### src/rtl/core/pcc_pkg.sv
// pcc_pkg: types, constants and arctangent table for the polar/Cartesian converter.
// No dependencies; used by every module under rtl/core.
`timescale 1ns / 1ps

package pcc_pkg;

    localparam int COORD_W   = 16;
    localparam int RAD_W     = COORD_W - 1;
    localparam int ANG_W     = 16;
    localparam int GUARD     = 8;
    localparam int DW        = COORD_W + GUARD + 3;
    localparam int ZW        = 25;
    localparam int TABLE_LEN = 24;
    localparam int GAIN_W    = 30;
    localparam int PROD_W    = DW + GAIN_W;
    localparam int Q_W       = PROD_W - 38;
    localparam int V_W       = Q_W + 1;

    localparam logic [GAIN_W-1:0] GAIN_Q30     = 30'd652032874;
    localparam logic signed [ZW-1:0] HALF_TURN    = 25'sh0800000;
    localparam logic signed [ZW-1:0] QUARTER_TURN = 25'sh0400000;

    typedef enum logic
    {
        OP_TO_POLAR = 1'b0,
        OP_TO_RECT  = 1'b1
    } op_t;

    typedef struct packed
    {
        op_t                       op;
        logic signed [COORD_W-1:0] coord_x;
        logic signed [COORD_W-1:0] coord_y;
        logic [RAD_W-1:0]          radius_in;
        logic [ANG_W-1:0]          angle_in;
    } in_word_t;

    typedef struct packed
    {
        logic [COORD_W-1:0]        radius_out;
        logic [ANG_W-1:0]          angle_out;
        logic signed [COORD_W-1:0] x_out;
        logic signed [COORD_W-1:0] y_out;
    } out_word_t;

    typedef struct packed
    {
        logic                 valid;
        op_t                  op;
        logic                 zero;
        logic signed [DW-1:0] x;
        logic signed [DW-1:0] y;
        logic signed [ZW-1:0] z;
        logic [RAD_W-1:0]     radius;
        logic [ANG_W-1:0]     angle;
    } cordic_t;

    typedef struct packed
    {
        op_t              op;
        logic             zero;
        logic [RAD_W-1:0] radius;
        logic [ANG_W-1:0] angle;
    } gain_meta_t;

    // round(atan(2^-i) / (2*pi) * 2^24)
    function automatic logic [ZW-1:0] atan_entry(input int idx);
        logic [ZW-1:0] val;
        case (idx)
            0:       val = 25'd2097152;
            1:       val = 25'd1238021;
            2:       val = 25'd654136;
            3:       val = 25'd332050;
            4:       val = 25'd166669;
            5:       val = 25'd83416;
            6:       val = 25'd41718;
            7:       val = 25'd20860;
            8:       val = 25'd10430;
            9:       val = 25'd5215;
            10:      val = 25'd2608;
            11:      val = 25'd1304;
            12:      val = 25'd652;
            13:      val = 25'd326;
            14:      val = 25'd163;
            15:      val = 25'd81;
            16:      val = 25'd41;
            17:      val = 25'd20;
            18:      val = 25'd10;
            19:      val = 25'd5;
            20:      val = 25'd3;
            21:      val = 25'd1;
            22:      val = 25'd1;
            default: val = 25'd0;
        endcase
        return val;
    endfunction

endpackage

### src/rtl/core/pcc_prep.sv
// pcc_prep: input decode and quadrant pre-rotation, one register stage.
// Depends on pcc_pkg.
`timescale 1ns / 1ps

module pcc_prep
(
    input  logic              clk,
    input  logic              rst_n,
    input  logic              start,
    input  pcc_pkg::in_word_t operand,
    output pcc_pkg::cordic_t  prep_out
);

    localparam int DW  = pcc_pkg::DW;
    localparam int ZW  = pcc_pkg::ZW;
    localparam int CW  = pcc_pkg::COORD_W;
    localparam int EXT = DW - CW;

    logic                 valid_reg;
    pcc_pkg::cordic_t     data_reg;
    pcc_pkg::cordic_t     data_next;
    logic signed [DW-1:0] cx;
    logic signed [DW-1:0] cy;
    logic signed [DW-1:0] rx;
    logic signed [ZW-1:0] za;

    always_comb
    begin
        cx = {{EXT{operand.coord_x[CW-1]}}, operand.coord_x};
        cy = {{EXT{operand.coord_y[CW-1]}}, operand.coord_y};
        rx = DW'({operand.radius_in, {pcc_pkg::GUARD{1'b0}}});
        za = {operand.angle_in[pcc_pkg::ANG_W-1], operand.angle_in, 8'b0};

        data_next        = '0;
        data_next.valid  = 1'b1;
        data_next.op     = operand.op;
        data_next.radius = operand.radius_in;
        data_next.angle  = operand.angle_in;

        if (operand.op == pcc_pkg::OP_TO_POLAR)
        begin
            data_next.zero = (cx == '0) && (cy == '0);
            if (cx[DW-1])
            begin
                data_next.x = (-cx) <<< pcc_pkg::GUARD;
                data_next.y = (-cy) <<< pcc_pkg::GUARD;
                data_next.z = pcc_pkg::HALF_TURN;
            end
            else
            begin
                data_next.x = cx <<< pcc_pkg::GUARD;
                data_next.y = cy <<< pcc_pkg::GUARD;
                data_next.z = '0;
            end
        end
        else
        begin
            data_next.y = '0;
            if (za > pcc_pkg::QUARTER_TURN)
            begin
                data_next.x = -rx;
                data_next.z = za - pcc_pkg::HALF_TURN;
            end
            else if (za < -pcc_pkg::QUARTER_TURN)
            begin
                data_next.x = -rx;
                data_next.z = za + pcc_pkg::HALF_TURN;
            end
            else
            begin
                data_next.x = rx;
                data_next.z = za;
            end
        end
    end

    always_ff @(posedge clk or negedge rst_n)
    begin
        if (!rst_n)
        begin
            valid_reg <= 1'b0;
        end
        else
        begin
            valid_reg <= start;
        end
    end

    always_ff @(posedge clk)
    begin
        if (start)
        begin
            data_reg <= data_next;
        end
    end

    always_comb
    begin
        prep_out       = data_reg;
        prep_out.valid = valid_reg;
    end

endmodule

### config.mk
export PLATFORM = sky130hd
export DESIGN_NAME = pcc_prep
export DESIGN_NICKNAME = d
export VERILOG_FILES = /design/src/rtl/core/pcc_pkg.sv /design/src/rtl/core/pcc_prep.sv
export SDC_FILE = /design/constraint.sdc
export NUM_CORES = 1
export LEC_CHECK = 0
export BUFFER_PORTS_ARGS = -buffer_cell sky130_fd_sc_hd__buf_2
export CORE_MARGIN = 2
export CORE_UTILIZATION = 35
export DETAILED_ROUTE_END_ITERATION = 16
export HOLD_SLACK_MARGIN = 0.06
export PLACE_DENSITY_LB_ADDON = 0.3
export SLEW_MARGIN = 20
export SYNTH_ARGS = -nofsm -noshare
export SYNTH_HDL_FRONTEND = slang
export SYNTH_SLANG_ARGS = --single-unit
### constraint.sdc
create_clock -name clk -period 1.27 [get_ports clk]
set_clock_uncertainty 0.15 [all_clocks]
set_input_delay 0.1905 -clock clk [delete_from_list [all_inputs] [get_ports clk]]
set_output_delay 0.1905 -clock clk [all_outputs]
set_load 0.02 [all_outputs]
==> results.tsv <==
metric	value	unit
outcome	finished with violations	
violations	negative setup slack	
vias	3695	
drive_gt1_share	53.3	%
synth_top_area_share	61.5	%
fin_crit	2.18	ns
grt_pass1_vias	3582	
ir_drop	0.000633	V
crit_family	simple AND/OR/NAND/NOR gates	
rsz0062_at_grt	true	
synth_top_cell_by_area	edfxtp_1	
synthTopCellsByArea	edfxtp_1 61%, xor2_1 6.3%, buf_4 4.4%, nor2_1 2.9%, and2_1 2.0%	
largest_reg_flops	88	
stdcell_count	787	
htreeDepth	3	
grt_max_degree	33	
stdcell_area	7300	µm²
ys.flop_type	edfxtp_1	
die_h	115	µm
path_max_fanout	2	
pin_count	180	
slowest_stage	or4_4	
worst_slack	-0.914	ns
cts_buffer_depth	2	
timing.critical_path.mode_cell	or4_4	
worstSetupStartpointType	primary input	
critPathBufInv	1	
post-place-ws	-1.32	ns
clkTransAtPathRegs	0.06	ns
yosysMostFrequentCell	edfxtp_1	
syn_avg_cell_area	12.6	µm²
fin_nets	704	
ys_types	41	
crit_chain	buf_6 > or4_4 > or4_4 > or4_4 > nor2_4 > ha_4 > nand2_2 > a21oi_2	
nFillCells	954	
cap_violations	0	
critPathKind	in -> reg	
required	1.22	ns
row_count	40	
die_area	13200	µm²
drv_slew	0	
grt-ovfl-total	0	
port_buffers	155	
cts_tree	yes	
grt_pass1_wl	17.6	mm
yosys_register_bits	89	
antenna_found_initial	4	
drt_iter0_drc	206	
cts_root_buf	clkbuf_16	
hold_viol_final	0	
max_freq	458	MHz
arrival	2.13	ns
drc	0	
wirelength	11.6	mm
die_w	115	µm
setup_violations	33	
multi_input_area	1930	µm²
p_leak	3.11	nW
powerDensity	1150	nW/µm²
hold_class	in -> reg	
gp_congestion	0.813	
grt.total_usage	17.3	%
area_growth_syn_to_layout	69.8	%
fin_tns_setup	-12.95	ns
initial_core_util	35.8	%
period_share	172	%
ys_top_cells_by_count	88 x edfxtp_1, 33 x nor2_1, 31 x xor2_1, 25 x buf_4, 16 x nand2_1	
core	12000	µm²
syn_area	4300	µm²
asyncSetResetFlopFracSynth	1.12	%
cts_buffers	9	
via_per_inst	4.70	
critPathCaptureType	register	
synthesis.instances	341	
dp_hpwl	8.23	mm
clkSinkCount	89	
final-seq-area	2670	µm²
ys_seq_area_share	62.0	%
dp.cells	720	
wl_per_cell	14.7	µm
firstDrtPassIters	4	
yosysWarningCount	0	
max_stage_delay	0.53	ns
place_area	6050	µm²
synth_edf_count	88	
ant_nets	0	
-- kinds of logic after synthesis --
logic type                 after synthesis  share of synthesized area (%)
xor gates and xnor gates                38                           7.74
AOI/OAI and AO/OA                       52                           7.92
DFF                                     89                           62.0
buffers and inverters                   46                           6.23
and+or+nand+nor                        104                           13.2
adders and majority gates                4                           1.16
muxes                                    7                           1.63
other                                    1                         0.0872
-- worst paths after layout --
check,from,to,cells past startpoint
min in group asynchronous,rst_n,valid_reg,3
max in group asynchronous,rst_n,valid_reg,3
setup / recovery,operand[41],prep_out[80],8
hold / removal,operand[19],prep_out[19],2
-- power by group --
group	internal (W)	switching (W)
combinational	0.000826	0.00106
clock	0.00172	0.00115
sequential	0.00353	0.0000702
total	0.00608	0.00228
-- cells in the final DEF (no fill, tap or decap), types with 5 or more instances in the layout --
cell	count
mux2i_1	7
buf_4	88
edfxtp_1	88
o31ai_4	8
and2_1	14
nand2b_1	6
nand2_1	10
xnor2_1	6
o21ai_2	6
xor2_1	31
buf_2	138
a21oi_1	8
o21ai_0	7
dlygate4sd3_1	33
buf_6	27
or4_4	6
nor2_1	31
conb_1	24
clkbuf_16	9
nor4_4	6
inv_1	9
buf_12	5
-- final cells by class --
cell class,count,area share [%]
flip-flops and latches,89,36.5
repair buffers,295,29.6
multi-input cells,229,26.5
clock buffers,9,3.09
well taps,147,2.52
clock inverters,7,1.29
inverters,9,0.463
diodes,2,0.0686
-- metal layers --
metal  GRT usage (%)  share of wire, %  vias up
li1                -                 -     1795
met1            21.7                42     1742
met2            28.6                48      143
met3            4.64               8.3       13
met4            7.23               1.5        2
met5               0              0.11        -
-- metrics by stage --
stage	power, W	util, %	hold slack (ns)
finish	0.00836	60.8	0.0733
global route	0.00867	60.8	0.0780
CTS	0.00836	58.7	0.0664
detailed placement	0.00527	50.4	-0.181
global placement	0.00525	50.4	-0.185
floorplan	0.00453	-	-0.255
-- timing repair --
action / 4_1_cts / 5_1_grt
pin swaps: 29 / 36
hold buffers: 33 / 0
gates cloned: 1 / 0
endpoints found under the setup margin: 35 / 37
gates resized for setup: 61 / 39
setup buffers: 6 / 10
endpoints found under the hold margin: 37 / 0
No activity file was read; power rests on OpenSTA's default activity.
