==> src/rtl/core/pcc_pkg.sv <==
// pcc_pkg: types, constants and arctangent table for the polar/Cartesian converter.
// No dependencies; used by every module under rtl/core.
`timescale 1ns / 1ps

package pcc_pkg;

    localparam int COORD_W   = 16;
    localparam int RAD_W     = COORD_W - 1;
    localparam int ANG_W     = 16;
    localparam int GUARD     = 8;
    localparam int DW        = COORD_W + GUARD + 3;
    localparam int ZW        = 25;
    localparam int TABLE_LEN = 24;
    localparam int GAIN_W    = 30;
    localparam int PROD_W    = DW + GAIN_W;
    localparam int Q_W       = PROD_W - 38;
    localparam int V_W       = Q_W + 1;

    localparam logic [GAIN_W-1:0] GAIN_Q30     = 30'd652032874;
    localparam logic signed [ZW-1:0] HALF_TURN    = 25'sh0800000;
    localparam logic signed [ZW-1:0] QUARTER_TURN = 25'sh0400000;

    typedef enum logic
    {
        OP_TO_POLAR = 1'b0,
        OP_TO_RECT  = 1'b1
    } op_t;

    typedef struct packed
    {
        op_t                       op;
        logic signed [COORD_W-1:0] coord_x;
        logic signed [COORD_W-1:0] coord_y;
        logic [RAD_W-1:0]          radius_in;
        logic [ANG_W-1:0]          angle_in;
    } in_word_t;

    typedef struct packed
    {
        logic [COORD_W-1:0]        radius_out;
        logic [ANG_W-1:0]          angle_out;
        logic signed [COORD_W-1:0] x_out;
        logic signed [COORD_W-1:0] y_out;
    } out_word_t;

    typedef struct packed
    {
        logic                 valid;
        op_t                  op;
        logic                 zero;
        logic signed [DW-1:0] x;
        logic signed [DW-1:0] y;
        logic signed [ZW-1:0] z;
        logic [RAD_W-1:0]     radius;
        logic [ANG_W-1:0]     angle;
    } cordic_t;

    typedef struct packed
    {
        op_t              op;
        logic             zero;
        logic [RAD_W-1:0] radius;
        logic [ANG_W-1:0] angle;
    } gain_meta_t;

    // round(atan(2^-i) / (2*pi) * 2^24)
    function automatic logic [ZW-1:0] atan_entry(input int idx);
        logic [ZW-1:0] val;
        case (idx)
            0:       val = 25'd2097152;
            1:       val = 25'd1238021;
            2:       val = 25'd654136;
            3:       val = 25'd332050;
            4:       val = 25'd166669;
            5:       val = 25'd83416;
            6:       val = 25'd41718;
            7:       val = 25'd20860;
            8:       val = 25'd10430;
            9:       val = 25'd5215;
            10:      val = 25'd2608;
            11:      val = 25'd1304;
            12:      val = 25'd652;
            13:      val = 25'd326;
            14:      val = 25'd163;
            15:      val = 25'd81;
            16:      val = 25'd41;
            17:      val = 25'd20;
            18:      val = 25'd10;
            19:      val = 25'd5;
            20:      val = 25'd3;
            21:      val = 25'd1;
            22:      val = 25'd1;
            default: val = 25'd0;
        endcase
        return val;
    endfunction

endpackage

==> src/rtl/core/pcc_gain.sv <==
// pcc_gain: gain correction (abs, Q30 multiply, round and saturate), three stages.
// Depends on pcc_pkg.
`timescale 1ns / 1ps

module pcc_gain
(
    input  logic               clk,
    input  logic               rst_n,
    input  pcc_pkg::cordic_t   gain_in,
    output logic               done,
    output pcc_pkg::out_word_t result
);

    localparam int DW     = pcc_pkg::DW;
    localparam int CW     = pcc_pkg::COORD_W;
    localparam int PROD_W = pcc_pkg::PROD_W;
    localparam int Q_W    = pcc_pkg::Q_W;
    localparam int V_W    = pcc_pkg::V_W;
    localparam logic [PROD_W-1:0]     RND     = PROD_W'(1) << 37;
    localparam logic signed [V_W-1:0] SAT_HI  = V_W'((1 << (CW - 1)) - 1);
    localparam logic signed [V_W-1:0] SAT_LO  = -SAT_HI - V_W'(1);
    localparam logic [Q_W-1:0]        MAG_MAX = Q_W'((1 << CW) - 1);

    logic                s1_valid_reg;
    pcc_pkg::gain_meta_t s1_meta_reg;
    pcc_pkg::gain_meta_t s1_meta_next;
    logic [DW-1:0]       s1_ax_reg;
    logic [DW-1:0]       s1_ay_reg;
    logic                s1_sx_reg;
    logic                s1_sy_reg;

    logic                s2_valid_reg;
    pcc_pkg::gain_meta_t s2_meta_reg;
    logic [PROD_W-1:0]   s2_px_reg;
    logic [PROD_W-1:0]   s2_py_reg;
    logic                s2_sx_reg;
    logic                s2_sy_reg;

    logic                done_reg;
    pcc_pkg::out_word_t  result_reg;
    pcc_pkg::out_word_t  result_next;

    logic [PROD_W-1:0]    rx;
    logic [PROD_W-1:0]    ry;
    logic [Q_W-1:0]       qx;
    logic [Q_W-1:0]       qy;
    logic signed [V_W-1:0] vx;
    logic signed [V_W-1:0] vy;
    logic [23:0]          zr;

    // stage 1: magnitudes and output angle
    always_comb
    begin
        zr = gain_in.z[23:0] + 24'd128;
        s1_meta_next        = '0;
        s1_meta_next.op     = gain_in.op;
        s1_meta_next.zero   = gain_in.zero;
        s1_meta_next.radius = gain_in.radius;
        s1_meta_next.angle = (gain_in.op == pcc_pkg::OP_TO_RECT) ? gain_in.angle : zr[23:8];
    end

    always_ff @(posedge clk or negedge rst_n)
    begin
        if (!rst_n)
        begin
            s1_valid_reg <= 1'b0;
            s2_valid_reg <= 1'b0;
            done_reg     <= 1'b0;
        end
        else
        begin
            s1_valid_reg <= gain_in.valid;
            s2_valid_reg <= s1_valid_reg;
            done_reg     <= s2_valid_reg;
        end
    end

    always_ff @(posedge clk)
    begin
        if (gain_in.valid)
        begin
            s1_meta_reg <= s1_meta_next;
            s1_ax_reg <= gain_in.x[DW-1] ? DW'(-gain_in.x) : DW'(gain_in.x);
            s1_ay_reg <= gain_in.y[DW-1] ? DW'(-gain_in.y) : DW'(gain_in.y);
            s1_sx_reg <= gain_in.x[DW-1];
            s1_sy_reg <= gain_in.y[DW-1];
        end
    end

    // stage 2: Q30 gain multiply
    always_ff @(posedge clk)
    begin
        if (s1_valid_reg)
        begin
            s2_meta_reg <= s1_meta_reg;
            s2_px_reg <= PROD_W'(s1_ax_reg) * PROD_W'(pcc_pkg::GAIN_Q30);
            s2_py_reg <= PROD_W'(s1_ay_reg) * PROD_W'(pcc_pkg::GAIN_Q30);
            s2_sx_reg <= s1_sx_reg;
            s2_sy_reg <= s1_sy_reg;
        end
    end

    // stage 3: round half away from zero, drop guard bits, saturate
    always_comb
    begin
        rx = s2_px_reg + RND;
        ry = s2_py_reg + RND;
        qx = rx[PROD_W-1:38];
        qy = ry[PROD_W-1:38];
        vx = s2_sx_reg ? -$signed({1'b0, qx}) : $signed({1'b0, qx});
        vy = s2_sy_reg ? -$signed({1'b0, qy}) : $signed({1'b0, qy});

        result_next = '0;
        if (s2_meta_reg.op == pcc_pkg::OP_TO_RECT)
        begin
            result_next.radius_out = CW'(s2_meta_reg.radius);
            result_next.angle_out  = s2_meta_reg.angle;
            result_next.x_out = (vx > SAT_HI) ? CW'(SAT_HI) :
                                (vx < SAT_LO) ? CW'(SAT_LO) : CW'(vx);
            result_next.y_out = (vy > SAT_HI) ? CW'(SAT_HI) :
                                (vy < SAT_LO) ? CW'(SAT_LO) : CW'(vy);
        end
        else if (!s2_meta_reg.zero)
        begin
            result_next.angle_out  = s2_meta_reg.angle;
            result_next.radius_out = s2_sx_reg ? '0 :
                                     (qx > MAG_MAX) ? CW'(MAG_MAX) : CW'(qx);
        end
    end

    always_ff @(posedge clk)
    begin
        if (s2_valid_reg)
        begin
            result_reg <= result_next;
        end
    end

    assign done   = done_reg;
    assign result = result_reg;

endmodule

==> config.mk <==
export PLATFORM = sky130hd
export DESIGN_NAME = pcc_gain
export DESIGN_NICKNAME = d
export VERILOG_FILES = /design/src/rtl/core/pcc_pkg.sv /design/src/rtl/core/pcc_gain.sv
export SDC_FILE = /design/constraint.sdc
export NUM_CORES = 2
export LEC_CHECK = 0
export ABC_CLOCK_PERIOD_IN_PS = 8900
export BUFFER_PORTS_ARGS = -buffer_cell sky130_fd_sc_hd__buf_2
export CAP_MARGIN = 30
export CORE_MARGIN = 4
export CORE_UTILIZATION = 50
export DETAILED_ROUTE_END_ITERATION = 16
export PLACE_DENSITY = 0.67
export SYNTH_ARGS = -nofsm -noshare
export SYNTH_HDL_FRONTEND = slang
export SYNTH_SLANG_ARGS = --single-unit
==> constraint.sdc <==
create_clock -name clk -period 8.9 [get_ports clk]
set_input_delay 0.89 -clock clk [delete_from_list [all_inputs] [get_ports clk]]
set_output_delay 0.89 -clock clk [all_outputs]
set_load 0.01 [all_outputs]
==> flow_metrics.py <==
metrics = {
    "critical_path": {
        "crit_top_cell": "fa_1",
        "cp-end-kind": "flip-flop",
        "crit_type": "reg2reg",
        "required_ps": 9200,
        "cpPeakStageDelay_ps": 640,
        "start_kind": "flip-flop",
        "critical_path.top_delay_family": "adder cells",
        "cp_max_fo": 7,
        "reg2reg_from": "s1_ax_reg[11]",
        "crit_buf_inv": 4,
        "cp_slowest_cell": "a41oi_1",
        "cp.arrival_ps": 8300,
        "crit_start": "s1_ax_reg[11]",
        "cp_cell_sequence": "ha_1 > inv_1 > fa_1 > inv_1 > fa_1 > inv_1 > fa_1 > fa_1 > inv_1 > fa_1 > fa_1 > ha_1 > a21oi_1 > o21ai_0 > nor4_1 > o31ai_1 > a41oi_1 > a311oi_1 > nor3_1 > o21ai_0 > a221oi_1 > xnor2_1",
    },
    "place": {
        "gp_congestion": 0.990,
        "dp_hpwl_um": 79000,
        "io_buffers": 171,
    },
    "job": {
        "maxCapViolCount": 0,
    },
    "drt": {
        "ant_nets": 0,
        "vias_per_cell": 5.20,
        "firstDrtPassIters": 4,
        "wirelength_um": 89400,
        "drtIter0Drc": 1443,
        "vias": 24200,
        "avgRoutedWirePerCell_um": 19.2,
        "drc": 0,
    },
    "yosys": {
        "syn-num-nets": 4801,
        "synth_edf_count": 228,
        "syn_inst": 3498,
        "yosysSeqAreaShare_pct": 18.5,
        "syn_area_um2": 37300,
        "ys_ff_latch": 231,
        "ys_types": 81,
        "ys.flop_type": "edfxtp_1",
        "syn_avg_cell_area_um2": 10.7,
        "async_flop_share_pct": 1.30,
        "synth_warnings": 0,
    },
    "sta": {
        "slew_viol_final": 0,
        "rsz0062_at_grt": "false",
        "setup_tns_ps": 0,
        "hold_viol_final": 0,
        "period_minus_slack_ps": 8010,
        "finalCritPeriodShare_pct": 90.0,
        "setup_viol": 0,
        "finClkSkew_ps": 13.6,
        "max_freq_mhz": 125,
        "worstMarginPinSlew_ps": 966,
        "slew_headroom_pct": 35.6,
    },
    "clocking": {
        "path_clk_slew_ps": 60,
        "numCtsBuffers": 25,
        "htreeDepth": 1,
        "cts_tree": "built",
        "clk_root_buffer_cell": "clkbuf_16",
        "cts.path.max_buffers": 3,
        "cts_resized": 0,
        "cts_sinks": 231,
        "hold_buffers": 0,
        "postCtsSetupBuffers": 0,
        "clkLatencyLatePin_ps": 560,
    },
    "grt": {
        "grt_pass1_wl_um": 142000,
        "antenna_found_initial": 15,
        "grt_pass1_vias": 25500,
        "grtUsageTotal_pct": 23.2,
        "overflow": 0,
        "grt_start_max_net_pins": 77,
    },
    "final_layout": {
        "drive_gt1_share_pct": 7.51,
        "final_net_count": 4973,
        "largest_reg_flops": 64,
        "multi_input_area_um2": 26400,
        "seq_area_um2": 6930,
        "area_growth_pct": 7.47,
        "fillers": 6454,
    },
    "floorplan": {
        "fp.dieW_um": 281,
        "rows": 99,
        "coreArea_um2": 73500,
        "die-area_um2": 79100,
        "die_height_um": 281,
        "start_util_pct": 50.8,
        "ios": 180,
    },
    "worst_hold_path": {
        "hp-class": "in2async",
    },
    "run_status": {
        "status": "finished clean",
    },
}
## layer usage
metal	track usage, %	vias up	part of all wire [%]
met5	0	-	0.12
met4	5.44	16	2.6
met3	6.28	132	8.4
met2	36.7	714	45
met1	32.3	11900	44
li1	-	11400	-
## placed cells by master (no fill, tap or decap), drive strengths merged, types with 9 or more instances in the layout
cell type,Yosys,final
xor2,55,55
o41ai,10,10
a31oi,11,11
nand4,36,36
a22o,17,17
nand2,111,111
nand2b,25,25
fa,659,659
o31ai,20,20
inv,1025,1028
nand3,47,47
nor4,18,18
clkbuf,20,31
ha,529,529
a21o,48,48
edfxtp,228,228
nor2,78,78
o21a,11,11
nor2b,10,10
nor3,32,32
and3,16,16
a21oi,98,98
buf,18,183
or2,16,16
or3,9,9
and2,23,23
o21bai,13,13
xnor2,130,130
a211oi,10,10
o21ai,96,96
## synthesized netlist by cell type, types with 4 or more instances
cell type,number,area share [%]
o21ai_0,84,1.1
and3_1,15,0.25
a21oi_2,10,0.23
and4_1,5,0.12
a21o_1,48,0.97
or2_2,16,0.27
a22o_1,17,0.40
fa_1,659,35
nor2b_1,10,0.17
and2_1,23,0.39
a211oi_1,8,0.16
mux2i_1,4,0.11
o21bai_1,13,0.26
nand4_1,35,0.59
o21a_1,11,0.22
edfxtp_1,228,18
nand2_1,110,1.1
buf_2,7,0.094
o31a_1,4,0.094
a211o_1,6,0.14
ha_1,529,18
clkbuf_1,20,0.20
o21ai_1,11,0.15
xor2_1,53,1.2
inv_1,1025,10
nor2_1,78,0.78
or3_1,8,0.13
xnor2_1,130,3.0
nor4_1,17,0.28
nand3_1,46,0.62
o22ai_1,4,0.067
o41ai_1,9,0.21
buf_6,6,0.18
o211ai_1,7,0.14
a31oi_1,11,0.18
or4_1,6,0.12
nor3_1,30,0.40
o31ai_1,20,0.40
a21oi_1,88,1.2
nand2b_1,25,0.42
## cell families after synthesis
group / synth area share [%]
buffers and inverters: 10.9
flip-flops: 18.5
multiplexers: 0.238
AO/OA/AOI/OAI: 6.81
AND/OR/NAND/NOR: 6.11
adder cells (fa/ha/maj): 53.1
XOR/XNOR: 4.38
## worst paths after layout
path	end	slack (ps)	cells past startpoint
setup / recovery	s2_px_reg[51]	890	22
hold / removal	done	130	1
setup reg to reg	s2_px_reg[51]	890	22
hold reg to reg	s2_sy_reg	420	0
max in group asynchronous	s2_valid_reg	8640	1
min in group clk	s2_sy_reg	420	0
## through the flow
step	instance area, um^2	hold slack [ps]	worst slack, ps	util (%)	instances
floorplan	37300	400	2220	-	3498
global placement	39300	401	907	53.5	4601
detailed placement	39300	405	878	53.5	4601
CTS	40100	101	841	54.6	4647
global route	40100	111	328	54.6	4650
finish	40100	125	894	54.6	4654
## layout make-up
type                            count  share of cell area (%)
Tap cell                          959                    2.99
Antenna cell                        6                  0.0374
Clock buffer                       31                    1.62
Multi-Input combinational cell   2204                    65.7
Inverter                         1025                    9.59
Timing Repair Buffer              183                    2.41
Clock inverter                     15                   0.393
Sequential cell                   231                    17.3
Power is not shown: default switching activity piles up to over one toggle a cycle in this logic, so the estimate is an artifact.
